==> src/rtl/clr_pkg.sv <==
// Shared types and constants for the clipped line rasteriser.
`default_nettype none
package clr_pkg;

	localparam int unsigned MAX_SURFACE = 4096;
	localparam int signed   COORD_LIMIT = 1048576;
	localparam int unsigned CLIP_ROUNDS = 16;

	// outcode bits
	localparam logic [3:0] OC_LEFT   = 4'b0001;
	localparam logic [3:0] OC_RIGHT  = 4'b0010;
	localparam logic [3:0] OC_TOP    = 4'b0100;
	localparam logic [3:0] OC_BOTTOM = 4'b1000;

	// request kinds
	localparam logic REQ_LOAD = 1'b0;
	localparam logic REQ_STEP = 1'b1;

	// configuration register indexes
	localparam logic [1:0] CFG_WIDTH  = 2'd0;
	localparam logic [1:0] CFG_HEIGHT = 2'd1;
	localparam logic [1:0] CFG_STRIDE = 2'd2;

	localparam int QUEUE_DEPTH = 4;

	// command passed from the clipper to the stepper
	typedef struct packed {
		logic        is_load;
		logic        accepted;
		logic [11:0] ax;
		logic [11:0] ay;
		logic [11:0] bx;
		logic [11:0] by;
		logic [15:0] color;
	} cmd_t;

	// one result
	typedef struct packed {
		logic        line_accepted;
		logic        pixel_valid;
		logic [11:0] pixel_x;
		logic [11:0] pixel_y;
		logic [23:0] pixel_address;
		logic [15:0] pixel_color;
		logic        pixel_last;
	} res_t;

endpackage
`default_nettype wire

==> src/rtl/clr_div.sv <==
// Iterative unsigned restoring divider, one quotient bit per cycle.
`default_nettype none
module clr_div (
	input  wire logic        clk,
	input  wire logic        arst_n,
	input  wire logic        start,
	input  wire logic [46:0] dividend,
	input  wire logic [23:0] divisor,
	output logic             done,
	output logic [46:0]      quotient
);
	logic [23:0] rem_q;
	logic [46:0] quo_q;
	logic [23:0] den_q;
	logic [5:0]  cnt_q;
	logic        busy_q;
	logic        done_q;
	logic [24:0] trial;
	logic        fits;

	// trial subtraction
	assign trial = {rem_q, quo_q[46]};
	assign fits  = trial >= {1'b0, den_q};

	always_ff @(posedge clk or negedge arst_n) begin
		if (!arst_n) begin
			busy_q <= 1'b0;
			done_q <= 1'b0;
			cnt_q  <= '0;
		end else begin
			done_q <= 1'b0;
			if (start) begin
				busy_q <= 1'b1;
				cnt_q  <= 6'd47;
			end else if (busy_q) begin
				cnt_q <= cnt_q - 6'd1;
				if (cnt_q == 6'd1) begin
					busy_q <= 1'b0;
					done_q <= 1'b1;
				end
			end
		end
	end

	always_ff @(posedge clk) begin
		if (start) begin
			rem_q <= '0;
			quo_q <= dividend;
			den_q <= divisor;
		end else if (busy_q) begin
			rem_q <= fits ? 24'(trial - {1'b0, den_q}) : trial[23:0];
			quo_q <= {quo_q[45:0], fits};
		end
	end

	assign done     = done_q;
	assign quotient = quo_q;
endmodule
`default_nettype wire

==> src/rtl/clr_queue.sv <==
// Small command queue between the clipper and the stepper.
`default_nettype none
module clr_queue (
	input  wire logic          clk,
	input  wire logic          arst_n,
	input  wire logic          push,
	input  wire clr_pkg::cmd_t wdata,
	output logic               full,
	input  wire logic          pop,
	output logic               nempty,
	output clr_pkg::cmd_t      rdata
);
	localparam int AW = $clog2(clr_pkg::QUEUE_DEPTH);

	clr_pkg::cmd_t mem [clr_pkg::QUEUE_DEPTH];
	logic [AW-1:0] wptr_q, rptr_q;
	logic [AW:0]   count_q;

	assign full   = count_q == (AW+1)'(clr_pkg::QUEUE_DEPTH);
	assign nempty = count_q != '0;
	assign rdata  = mem[rptr_q];

	always_ff @(posedge clk or negedge arst_n) begin
		if (!arst_n) begin
			wptr_q  <= '0;
			rptr_q  <= '0;
			count_q <= '0;
		end else begin
			if (push) wptr_q <= wptr_q + AW'(1);
			if (pop) rptr_q <= rptr_q + AW'(1);
			if (push && !pop) count_q <= count_q + (AW+1)'(1);
			else if (pop && !push) count_q <= count_q - (AW+1)'(1);
		end
	end

	always_ff @(posedge clk) begin
		if (push) mem[wptr_q] <= wdata;
	end
endmodule
`default_nettype wire

==> src/rtl/clr_front.sv <==
// Front end: accepts requests, saturates and clips lines, queues commands.
`default_nettype none
module clr_front (
	input  wire logic          clk,
	input  wire logic          arst_n,
	input  wire logic          in_valid,
	output logic               in_ready,
	input  wire logic          req_type,
	input  wire logic [31:0]   x_start,
	input  wire logic [31:0]   y_start,
	input  wire logic [31:0]   x_end,
	input  wire logic [31:0]   y_end,
	input  wire logic [15:0]   pen_color,
	input  wire logic [12:0]   surface_width,
	input  wire logic [12:0]   surface_height,
	input  wire logic [12:0]   row_stride,
	output logic               q_push,
	output clr_pkg::cmd_t      q_wdata,
	input  wire logic          q_full
);
	typedef enum logic [2:0] {F_IDLE, F_EVAL, F_MUL, F_DIV, F_WAIT, F_PUSH} fstate_t;

	fstate_t state_q;
	logic signed [23:0] ax_q, ay_q, bx_q, by_q;
	logic [15:0] color_q;
	logic        ok_q;
	logic [4:0]  round_q;
	logic        acc_q;
	logic signed [23:0] ma_q, mb_q, den_q, base_q, fix_q;
	logic        isx_q, use_a_q;
	logic signed [47:0] prod_q;

	logic [3:0] ca, cb, outc;
	logic signed [23:0] dx, dy, xmax, ymax, wx, hy;
	logic signed [23:0] s_den, s_ma, s_mb, s_base, s_fix;
	logic        s_isx;
	logic        surf_ok, accept, div_done;
	logic [46:0] quot;
	logic [46:0] num_mag;
	logic [23:0] den_mag;
	logic signed [23:0] qs, newv;

	function automatic logic signed [23:0] sat(input logic [31:0] raw);
		logic signed [31:0] v;
		v = $signed(raw);
		if (v < -clr_pkg::COORD_LIMIT) return 24'(-clr_pkg::COORD_LIMIT);
		else if (v > clr_pkg::COORD_LIMIT) return 24'(clr_pkg::COORD_LIMIT);
		else return v[23:0];
	endfunction

	function automatic logic [3:0] region(input logic signed [23:0] x,
		input logic signed [23:0] y, input logic signed [23:0] w,
		input logic signed [23:0] h);
		logic [3:0] c;
		c = '0;
		if (x < 0) c = c | clr_pkg::OC_LEFT;
		else if (x >= w) c = c | clr_pkg::OC_RIGHT;
		if (y < 0) c = c | clr_pkg::OC_TOP;
		else if (y >= h) c = c | clr_pkg::OC_BOTTOM;
		return c;
	endfunction

	// surface check and accept
	assign surf_ok = surface_width != '0 && surface_height != '0 &&
		surface_width <= 13'(clr_pkg::MAX_SURFACE) &&
		surface_height <= 13'(clr_pkg::MAX_SURFACE) &&
		row_stride >= surface_width && row_stride <= 13'(clr_pkg::MAX_SURFACE);
	assign in_ready = state_q == F_IDLE && !q_full;
	assign accept   = in_valid && in_ready;

	// outcodes and edge selection
	assign wx   = $signed({11'd0, surface_width});
	assign hy   = $signed({11'd0, surface_height});
	assign xmax = wx - 24'sd1;
	assign ymax = hy - 24'sd1;
	assign ca   = region(ax_q, ay_q, wx, hy);
	assign cb   = region(bx_q, by_q, wx, hy);
	assign outc = (ca != '0) ? ca : cb;
	assign dx   = bx_q - ax_q;
	assign dy   = by_q - ay_q;

	always_comb begin
		s_isx  = 1'b1;
		s_den  = dy;
		s_ma   = dx;
		s_mb   = -ay_q;
		s_base = ax_q;
		s_fix  = '0;
		if ((outc & clr_pkg::OC_TOP) != '0) begin
			s_mb = -ay_q;
		end else if ((outc & clr_pkg::OC_BOTTOM) != '0) begin
			s_mb  = ymax - ay_q;
			s_fix = ymax;
		end else if ((outc & clr_pkg::OC_RIGHT) != '0) begin
			s_isx  = 1'b0;
			s_den  = dx;
			s_ma   = dy;
			s_mb   = xmax - ax_q;
			s_base = ay_q;
			s_fix  = xmax;
		end else begin
			s_isx  = 1'b0;
			s_den  = dx;
			s_ma   = dy;
			s_mb   = -ax_q;
			s_base = ay_q;
		end
	end

	// divider on magnitudes, sign restored afterwards
	assign num_mag = prod_q[47] ? 47'(-prod_q) : prod_q[46:0];
	assign den_mag = den_q[23] ? 24'(-den_q) : den_q;

	clr_div u_div (
		.clk      (clk),
		.arst_n   (arst_n),
		.start    (state_q == F_DIV),
		.dividend (num_mag),
		.divisor  (den_mag),
		.done     (div_done),
		.quotient (quot)
	);

	assign qs   = (prod_q[47] ^ den_q[23]) ? -$signed(quot[23:0]) : $signed(quot[23:0]);
	assign newv = base_q + qs;

	// control sequencer
	always_ff @(posedge clk or negedge arst_n) begin
		if (!arst_n) begin
			state_q <= F_IDLE;
			round_q <= '0;
			acc_q   <= 1'b0;
		end else begin
			case (state_q)
				F_IDLE: begin
					if (accept && req_type == clr_pkg::REQ_LOAD) begin
						state_q <= F_EVAL;
						round_q <= '0;
					end
				end
				F_EVAL: begin
					if (!ok_q || round_q == 5'(clr_pkg::CLIP_ROUNDS)) begin
						acc_q   <= 1'b0;
						state_q <= F_PUSH;
					end else if ((ca | cb) == '0) begin
						acc_q   <= 1'b1;
						state_q <= F_PUSH;
					end else if ((ca & cb) != '0 || s_den == '0) begin
						acc_q   <= 1'b0;
						state_q <= F_PUSH;
					end else begin
						state_q <= F_MUL;
					end
				end
				F_MUL:  state_q <= F_DIV;
				F_DIV:  state_q <= F_WAIT;
				F_WAIT: begin
					if (div_done) begin
						round_q <= round_q + 5'd1;
						state_q <= F_EVAL;
					end
				end
				F_PUSH: if (!q_full) state_q <= F_IDLE;
				default: state_q <= F_IDLE;
			endcase
		end
	end

	// datapath registers
	always_ff @(posedge clk) begin
		if (accept && req_type == clr_pkg::REQ_LOAD) begin
			ax_q    <= sat(x_start);
			ay_q    <= sat(y_start);
			bx_q    <= sat(x_end);
			by_q    <= sat(y_end);
			color_q <= pen_color;
			ok_q    <= surf_ok;
		end
		if (state_q == F_EVAL) begin
			ma_q    <= s_ma;
			mb_q    <= s_mb;
			den_q   <= s_den;
			base_q  <= s_base;
			fix_q   <= s_fix;
			isx_q   <= s_isx;
			use_a_q <= ca != '0;
		end
		if (state_q == F_MUL) prod_q <= ma_q * mb_q;
		if (state_q == F_WAIT && div_done) begin
			if (use_a_q) begin
				ax_q <= isx_q ? newv : fix_q;
				ay_q <= isx_q ? fix_q : newv;
			end else begin
				bx_q <= isx_q ? newv : fix_q;
				by_q <= isx_q ? fix_q : newv;
			end
		end
	end

	// queue write
	always_comb begin
		q_push           = 1'b0;
		q_wdata.is_load  = 1'b1;
		q_wdata.accepted = acc_q;
		q_wdata.ax       = ax_q[11:0];
		q_wdata.ay       = ay_q[11:0];
		q_wdata.bx       = bx_q[11:0];
		q_wdata.by       = by_q[11:0];
		q_wdata.color    = color_q;
		if (state_q == F_PUSH) begin
			q_push = !q_full;
		end else if (accept && req_type == clr_pkg::REQ_STEP) begin
			q_push           = 1'b1;
			q_wdata.is_load  = 1'b0;
			q_wdata.accepted = 1'b0;
		end
	end
endmodule
`default_nettype wire

==> src/rtl/clr_back.sv <==
// Back end: Bresenham stepper with registered result.
`default_nettype none
module clr_back (
	input  wire logic          clk,
	input  wire logic          arst_n,
	input  wire logic          q_nempty,
	input  wire clr_pkg::cmd_t q_rdata,
	output logic               q_pop,
	input  wire logic [12:0]   row_stride,
	output logic               out_valid,
	input  wire logic          out_ready,
	output clr_pkg::res_t      res
);
	logic        active_q;
	logic [11:0] cur_x_q, cur_y_q, tgt_x_q, tgt_y_q, span_x_q;
	logic signed [12:0] nsy_q;
	logic signed [14:0] err_q;
	logic        xb_q, yb_q;
	logic [15:0] color_q;
	logic        ovalid_q;
	clr_pkg::res_t res_q;
	clr_pkg::res_t res_d;

	logic        last, mv_x, mv_y;
	logic signed [15:0] twice;
	logic [11:0] sx;
	logic [11:0] ady;
	logic [24:0] addr;

	assign q_pop = q_nempty && (!ovalid_q || out_ready);

	// step decisions
	assign last  = cur_x_q == tgt_x_q && cur_y_q == tgt_y_q;
	assign twice = {err_q, 1'b0};
	assign mv_x  = twice >= 16'(nsy_q);
	assign mv_y  = twice <= $signed({4'd0, span_x_q});
	assign addr  = cur_y_q * row_stride + {13'd0, cur_x_q};
	assign sx    = (q_rdata.bx >= q_rdata.ax) ? q_rdata.bx - q_rdata.ax : q_rdata.ax - q_rdata.bx;
	assign ady   = (q_rdata.by >= q_rdata.ay) ? q_rdata.by - q_rdata.ay : q_rdata.ay - q_rdata.by;

	// result of the command at the queue head
	always_comb begin
		res_d = '0;
		if (q_rdata.is_load) begin
			res_d.line_accepted = q_rdata.accepted;
		end else if (active_q) begin
			res_d.pixel_valid   = 1'b1;
			res_d.pixel_x       = cur_x_q;
			res_d.pixel_y       = cur_y_q;
			res_d.pixel_address = addr[23:0];
			res_d.pixel_color   = color_q;
			res_d.pixel_last    = last;
		end
	end

	// stepper state and output register
	always_ff @(posedge clk or negedge arst_n) begin
		if (!arst_n) begin
			active_q <= 1'b0;
			ovalid_q <= 1'b0;
			res_q    <= '0;
			cur_x_q  <= '0;
			cur_y_q  <= '0;
			tgt_x_q  <= '0;
			tgt_y_q  <= '0;
			span_x_q <= '0;
			nsy_q    <= '0;
			err_q    <= '0;
			xb_q     <= 1'b0;
			yb_q     <= 1'b0;
			color_q  <= '0;
		end else begin
			if (q_pop) begin
				ovalid_q <= 1'b1;
				res_q    <= res_d;
				if (q_rdata.is_load) begin
					active_q <= q_rdata.accepted;
					if (q_rdata.accepted) begin
						cur_x_q  <= q_rdata.ax;
						cur_y_q  <= q_rdata.ay;
						tgt_x_q  <= q_rdata.bx;
						tgt_y_q  <= q_rdata.by;
						span_x_q <= sx;
						nsy_q    <= -$signed({1'b0, ady});
						err_q    <= $signed({3'd0, sx}) - $signed({3'd0, ady});
						xb_q     <= !(q_rdata.ax < q_rdata.bx);
						yb_q     <= !(q_rdata.ay < q_rdata.by);
						color_q  <= q_rdata.color;
					end
				end else if (active_q) begin
					if (last) begin
						active_q <= 1'b0;
					end else begin
						err_q <= err_q + (mv_x ? 15'(nsy_q) : 15'sd0)
							+ (mv_y ? $signed({3'd0, span_x_q}) : 15'sd0);
						if (mv_x) cur_x_q <= xb_q ? cur_x_q - 12'd1 : cur_x_q + 12'd1;
						if (mv_y) cur_y_q <= yb_q ? cur_y_q - 12'd1 : cur_y_q + 12'd1;
					end
				end
			end else if (out_ready) begin
				ovalid_q <= 1'b0;
			end
		end
	end

	assign out_valid = ovalid_q;
	assign res       = res_q;
endmodule
`default_nettype wire

==> src/rtl/clipped_line_rasterizer.sv <==
// Top level of the clipped line rasteriser: config registers, clipper, queue, stepper.
//
//  channel | direction | handshake           | payload
//  in      | in        | in_valid/in_ready   | req_type, x_start..y_end, pen_color
//  out     | out       | out_valid/out_ready | line_accepted .. pixel_last
//  cfg     | in        | cfg_valid/cfg_ready | cfg_index, cfg_data
//
// Steps queue as accepted; the stepper gives one result per clock unless stalled.
// A load runs up to 16 clip rounds, each evaluating, multiplying and then waiting
// on the bit-serial divider for one intersection.
// Reset clears all control state and sets the surface to 128 x 128, stride 128.
// A stalled output keeps its result; the four-entry queue lets the clipper run ahead.
`default_nettype none
module clipped_line_rasterizer (
	input  wire logic        clk,
	input  wire logic        arst_n,
	input  wire logic        in_valid,
	output logic             in_ready,
	input  wire logic        req_type,
	input  wire logic [31:0] x_start,
	input  wire logic [31:0] y_start,
	input  wire logic [31:0] x_end,
	input  wire logic [31:0] y_end,
	input  wire logic [15:0] pen_color,
	output logic             out_valid,
	input  wire logic        out_ready,
	output logic             line_accepted,
	output logic             pixel_valid,
	output logic [11:0]      pixel_x,
	output logic [11:0]      pixel_y,
	output logic [23:0]      pixel_address,
	output logic [15:0]      pixel_color,
	output logic             pixel_last,
	input  wire logic        cfg_valid,
	output logic             cfg_ready,
	input  wire logic [1:0]  cfg_index,
	input  wire logic [12:0] cfg_data
);
	logic [12:0] width_q, height_q, stride_q;
	logic          q_push, q_full, q_pop, q_nempty;
	clr_pkg::cmd_t q_wdata, q_rdata;
	clr_pkg::res_t res;

	// configuration registers
	assign cfg_ready = 1'b1;
	always_ff @(posedge clk or negedge arst_n) begin
		if (!arst_n) begin
			width_q  <= 13'd128;
			height_q <= 13'd128;
			stride_q <= 13'd128;
		end else if (cfg_valid) begin
			case (cfg_index)
				clr_pkg::CFG_WIDTH:  width_q  <= cfg_data;
				clr_pkg::CFG_HEIGHT: height_q <= cfg_data;
				clr_pkg::CFG_STRIDE: stride_q <= cfg_data;
				default: ;
			endcase
		end
	end

	clr_front u_front (
		.clk            (clk),
		.arst_n         (arst_n),
		.in_valid       (in_valid),
		.in_ready       (in_ready),
		.req_type       (req_type),
		.x_start        (x_start),
		.y_start        (y_start),
		.x_end          (x_end),
		.y_end          (y_end),
		.pen_color      (pen_color),
		.surface_width  (width_q),
		.surface_height (height_q),
		.row_stride     (stride_q),
		.q_push         (q_push),
		.q_wdata        (q_wdata),
		.q_full         (q_full)
	);

	clr_queue u_queue (
		.clk    (clk),
		.arst_n (arst_n),
		.push   (q_push),
		.wdata  (q_wdata),
		.full   (q_full),
		.pop    (q_pop),
		.nempty (q_nempty),
		.rdata  (q_rdata)
	);

	clr_back u_back (
		.clk        (clk),
		.arst_n     (arst_n),
		.q_nempty   (q_nempty),
		.q_rdata    (q_rdata),
		.q_pop      (q_pop),
		.row_stride (stride_q),
		.out_valid  (out_valid),
		.out_ready  (out_ready),
		.res        (res)
	);

	assign line_accepted = res.line_accepted;
	assign pixel_valid   = res.pixel_valid;
	assign pixel_x       = res.pixel_x;
	assign pixel_y       = res.pixel_y;
	assign pixel_address = res.pixel_address;
	assign pixel_color   = res.pixel_color;
	assign pixel_last    = res.pixel_last;
endmodule
`default_nettype wire

==> config.mk <==
export PLATFORM = sky130hd
export DESIGN_NAME = clipped_line_rasterizer
export DESIGN_NICKNAME = d
export VERILOG_FILES = /design/src/rtl/clr_pkg.sv /design/src/rtl/clr_div.sv /design/src/rtl/clr_queue.sv /design/src/rtl/clr_front.sv /design/src/rtl/clr_back.sv /design/src/rtl/clipped_line_rasterizer.sv
export SDC_FILE = /design/constraint.sdc
export NUM_CORES = 2
export LEC_CHECK = 0
export ABC_AREA = 1
export BUFFER_PORTS_ARGS = -buffer_cell sky130_fd_sc_hd__buf_2
export CAP_MARGIN = 10
export CORE_UTILIZATION = 65
export DETAILED_ROUTE_END_ITERATION = 6
export PLACE_DENSITY = 0.91
export SYNTH_ARGS = -nofsm -noshare
export SYNTH_HDL_FRONTEND = slang
export SYNTH_SLANG_ARGS = --single-unit
==> constraint.sdc <==
create_clock -name clk -period 16 [get_ports clk]
set_input_delay 1.6 -clock clk [delete_from_list [all_inputs] [get_ports clk]]
set_output_delay 1.6 -clock clk [all_outputs]
set_load 0.02 [all_outputs]
# Word level (Yosys, flattened, before mapping)
# Memory sizes are Yosys's and may differ from the RTL's.
# Index checks and enable logic that the tools add are counted.
[totals]
ramBits = 264
input_bits = 165
out_inout_bits = 70
word_cells = 289
memories = 1
reg_bits = 616
[classes]
n_reduce_logical = 51
n_mux = 106
n_lt_le_gt_ge = 27
n_eq_ne = 17
n_mul = 2
addsub = 32
n_bitwise = 4
[memory_table]
columns = ["memory", "words", "width", "read_ports", "rd_ports_with_merged_regs", "wr", "line", "source"]
rows = [
  ["u_queue.mem", 4, 66, 1, 0, 1, "clr_queue.sv:15", "clr_pkg::cmd_t mem [clr_pkg::QUEUE_DEPTH];"],
]
[ops]
columns = ["op", "n"]
rows = [
  ["24-bit two-way mux", 35],
  ["12-bit two-way mux", 15],
  ["47-bit two-way mux", 3],
  ["66-bit two-way mux", 2],
  ["32-bit by 22-bit greater-than comparator with 1-bit output, second input constant", 4],
  ["32-bit by 21-bit < comparator with 1-bit output, second input constant", 4],
  ["24-bit by 14-bit >= comparator with 1-bit output", 4],
  ["24-bit by 1-bit < comparator with 1-bit output, second input constant", 4],
  ["24-bit negation", 4],
  ["15-bit two-way mux", 5],
  ["24-bit subtractor", 3],
  ["24-bit by 24-bit multiplier with 48-bit output", 1],
  ["12-bit subtractor", 4],
  ["14-bit by 24-bit subtractor with 24-bit output", 2],
  ["47-bit negation", 1],
  ["13-bit <= comparator, second input constant", 3],
  ["15-bit adder", 2],
  ["13-bit by 1-bit subtractor with 14-bit output, second input constant", 2],
  ["13-bit nonzero test", 2],
  ["25-bit by 24-bit >= comparator with 1-bit output", 1],
  ["12-bit by 1-bit adder with 12-bit output, second input constant", 2],
  ["24-bit by 12-bit adder with 24-bit output", 1],
  ["24-bit adder", 1],
  ["12-bit == test", 2],
  ["50 further kinds", 132],
]

# Depth between registers and ports, before layout
[depth]
word_depth = 15
mapped_depth = 36

# By module
# From an unflattened synthesis, not the netlist that was laid out.
[hier_totals]
hier_cells = 10239
hier_area_um2 = 83239.8
[modules_own_cells]
columns = ["module", "area_per_inst_um2", "seq_area_each_um2", "instances", "cells_per_inst"]
rows = [
  ["clr_front", 45150.8, 7462.2, 1, 5784],
  ["clr_back", 19095.8, 4379.2, 1, 2642],
  ["clr_queue", 11136.9, 8102.8, 1, 819],
  ["clr_div", 6157.2, 2812.7, 1, 815],
  ["clipped_line_rasterizer", 1699.1, 979.7, 1, 179],
]

# Worst setup path after synthesis
# OpenSTA, ideal clock, no wires.
[synth_timing]
path_type = "register to register"
start = "register u_front.state_q[2]"
end = "register u_front.state_q[1]"
synth_period_minus_slack_ps = 9026
required_time_ps = 15902
setup_time_ps = 98
slack_ps = 6974
path_buffers = 0
stages_incl_launch_ff = 3
t_arrival_ps = 8927
cell_sequence = "dfrtp_1 -> nor3_1 -> a31o_2"
[synth_between]
elab_chain_len = 6
elab_cells_between_ends = 14
[synth_rtl]
columns = ["item", "line", "source"]
rows = [
  ["start, declared", "clr_front.sv:23", "fstate_t state_q;"],
  ["start signal, assigned", "clr_front.sv:130", "state_q <= F_IDLE;"],
  ["start signal, assigned", "clr_front.sv:137", "state_q <= F_EVAL;"],
  ["start signal, assigned", "clr_front.sv:144", "state_q <= F_PUSH;"],
  ["3-bit logical NOT", "clr_front.sv:68, clr_front.sv:134", ""],
  ["1-bit logical AND", "clr_front.sv:68", "assign in_ready = state_q == F_IDLE && !q_full;"],
  ["1-bit logical AND", "clr_front.sv:69", "assign accept = in_valid && in_ready;"],
  ["1-bit logical AND", "clr_front.sv:136", "if (accept && req_type == clr_pkg::REQ_LOAD) begin"],
  ["2-bit != test (no line)", "n/a", ""],
  ["3-bit AND reduction (no line)", "n/a", ""],
]
# Several ways; a longest one is shown, not always the timed one.
# A chain may end at the register's enable or synchronous reset.

# Worst setup path after layout
[layout_timing]
start = "register u_front.mb_q[0]"
end = "register u_front.prod_q[44], data pin"
[layout_between]
elab_chain_len = 1
[layout_rtl]
columns = ["item", "line", "source"]
rows = [
  ["start, declared", "clr_front.sv:29", "logic signed [23:0] ma_q, mb_q, den_q, base_q, fix_q;"],
  ["start signal, assigned", "clr_front.sv:181", "mb_q <= s_mb;"],
  ["24-bit by 24-bit multiplier with 48-bit output", "clr_front.sv:188", "if (state_q == F_MUL) prod_q <= ma_q * mb_q;"],
  ["end signal, assigned", "clr_front.sv:188", ""],
  ["end, declared", "clr_front.sv:31", "logic signed [47:0] prod_q;"],
]
# No other way between the ends.

==> impl_metrics.toml <==
[cells_and_area]
syn2layout_area_growth_pct = 7.44
final_common_cell = "nand2_1"
fill_cells = 8780
most-common-layout-cells = "2182 x nand2_1, 1723 x inv_1, 754 x fa_1"
register_area_um2 = 23700
fin_nets = 11000
final_cells = 11200
layout-drive-gt1-share = 0.0639
multi_input_area_um2 = 47500

[setup_path]
max_stage_delay_ns = 0.99
start_kind = "flop"
worstSetupPathType = "reg -> reg"
slowest_stage = "edfxtp_1"
cp-end-kind = "flop"
cp.arrival_ns = 8.51
crit_top_cell = "fa_1"
cp_cell_sequence = "nand2_1 -> inv_1 -> fa_1 -> fa_1 -> inv_1 -> fa_1 -> inv_1 -> fa_1 -> fa_1 -> fa_1 -> inv_1 -> fa_1 -> inv_1 -> ha_1 -> nand2_1 -> o21ai_0 -> a21oi_1 -> o21ai_0 -> a211oi_1 -> a21oi_1 -> xor2_1"
crit_fanout = 24
required_ns = 16.46

[floorplan]
rows = 127
core_area_um2 = 120000
start_util = 0.657
die_w_um = 351
die-area_um2 = 123000
die_h_um = 351
io_pins = 235

[timing]
maxSlewHeadroom = 0.0322
fin_ws_ns = 7.95
period_share = 0.503
final.setup.tns_ns = 0
finalSetupViolCount = 0
rsz0062_at_grt = "false"
hold_viol_final = 0
tightest_slew_ns = 1.45
finalMaxSlewViolations = 0
finalCriticalPeriod_ns = 8.05
fmax_ghz = 0.124
fin_skew_ns = 0.0618

[yosys]
netlist.area_leader.share = 0.194
synthTopCellsByArea = "edfxtp_1 19%, fa_1 19%, nand2_1 10%"
syn-cell-area_um2 = 79100
async_reset_ff_frac = 0.274
synth_ff_type = "edfxtp_1"
postSynthRegisterBits = 870
yosys_warnings = 0
synth-seq-area-share = 0.300
syn_inst = 9412
yosysTopAreaCell = "edfxtp_1"
synth_edf_count = 512
synth.avg_cell_area_um2 = 8.40
synth_cell_type_count = 78
syn-num-nets = 10900

[global_route]
grt_pass1_wl_mm = 394
grt_usage = 0.426
antenna_found_initial = 10
grt_pass1_vias = 68400
grt_max_degree = 105
overflow = 0

[drt]
drtIter0Drc = 8954
vias_per_cell = 6.17
wl_per_cell_um = 23.4
drt_first_pass_iters = 7
ant_nets = 0
num_vias = 69000
wl_mm = 261
drc = 1

[clock_tree]
cts_resized = 0
clock_sinks = 870
cts_hold_buf = 0
post_cts.repair.setup_buffers = 0
cts-root-buf = "clkbuf_16"
clk_latency_ns = 0.77
cts_buffers = 89
clk_path_buf_depth = 3
clk_pin_slew_ns = 0.08
htreeDepth = 3
tritoncts = "yes"

[placed_design]
placement.io_buffers = 233
pre_cts_slack_ns = 8.18
place_inst = 11000
hpwlAfterDp_mm = 197
place_congestion = 1.03

[run]
cap_viol_max_count = 0

[status]
status = "finished with violations"
violations = "DRC"

[worst_hold_path]
hp-class = "reg -> reg"
final timing paths:
path	startpoint	endpoint	slack (ns)	depth (start not counted)
setup / recovery	u_front.mb_q[0]	u_front.prod_q[44]	7.95	21
hold / removal	u_front.color_q[1]	u_queue.mem[0][1]	0.47	0
setup reg to reg	u_front.mb_q[0]	u_front.prod_q[44]	7.95	21
hold reg to reg	u_front.color_q[1]	u_queue.mem[0][1]	0.47	0
max in group asynchronous	arst_n	u_front.round_q[3]	12.70	3
min in group asynchronous	arst_n	u_back.err_q[4]	0.91	1
per-layer routing:
layer,wire [um],track usage
met5,55,0
met2,117000,0.666
met3,31900,0.112
met1,93500,0.532
met4,18800,0.257
worst max-delay path: cells and delay by family, from the launching register on:
| family | cells | cell delay [ns] |
|---|---|---|
| adders and majority gates | 8 | 4.57 |
| DFF | 1 | 0.99 |
| AOI/OAI and AO/OA | 5 | 0.96 |
| buffers and inverters | 5 | 0.79 |
| and+or+nand+nor | 2 | 0.34 |
| xor gates and xnor gates | 1 | 0.10 |
synth_stat cells, types with 35 or more instances:
| master | instances |
|---|---|
| a31oi_1 | 35 |
| nand3_1 | 234 |
| fa_1 | 754 |
| or2_2 | 41 |
| nand2_1 | 2182 |
| o21ai_0 | 685 |
| nor2_1 | 437 |
| o211ai_1 | 48 |
| clkbuf_1 | 295 |
| a21oi_1 | 515 |
| nor3_1 | 87 |
| edfxtp_1 | 512 |
| a32oi_1 | 57 |
| nor4_1 | 52 |
| dfrtp_1 | 235 |
| nand4_1 | 70 |
| inv_1 | 1726 |
| ha_1 | 548 |
| xnor2_1 | 111 |
| dfxtp_1 | 120 |
| a22oi_1 | 35 |
| xor2_1 | 271 |
area by class of cell:
cell class                      instances  area share
Antenna cell                            8    0.000236
Clock buffer                          123      0.0293
Clock inverter                         45     0.00798
Inverter                             1748      0.0773
Multi-Input combinational cell       6458       0.560
Sequential cell                       870       0.279
Tap cell                             1612      0.0237
Timing Repair Buffer                  328      0.0224
flip-flops by register name, indices dropped and copies added, names as in the netlist, 47 cells and up:
signal / cells
u_back.res: 67
u_front.prod_q: 48
u_queue.mem: 264
u_front.u_div.quotient: 47
metrics by stage:
step	util	instance area (um^2)	hold slack, ns
after floorplan	-	79100	0.446
after global placement	0.679	81700	0.459
after detailed placement	0.680	81700	0.461
after CTS	0.706	84900	0.469
after global routing	0.706	84900	0.494
final	0.706	85000	0.475
cell families (layout without fill, tap and decap cells):
logic type      after synthesis  in the layout  synth area share
mux                           4              4          0.000522
flops                       870            870             0.300
fa+ha+maj                  1302           1302             0.278
simple gates               3170           3170             0.164
compound gates             1591           1591             0.114
buf+inv                    2084           2244            0.0997
other cells                   1              9         0.0000474
xor+xnor                    390            390            0.0440
Power is left out: the tool's default activity adds up to more than one toggle a clock period on the data nets, which glitch-free logic cannot reach.
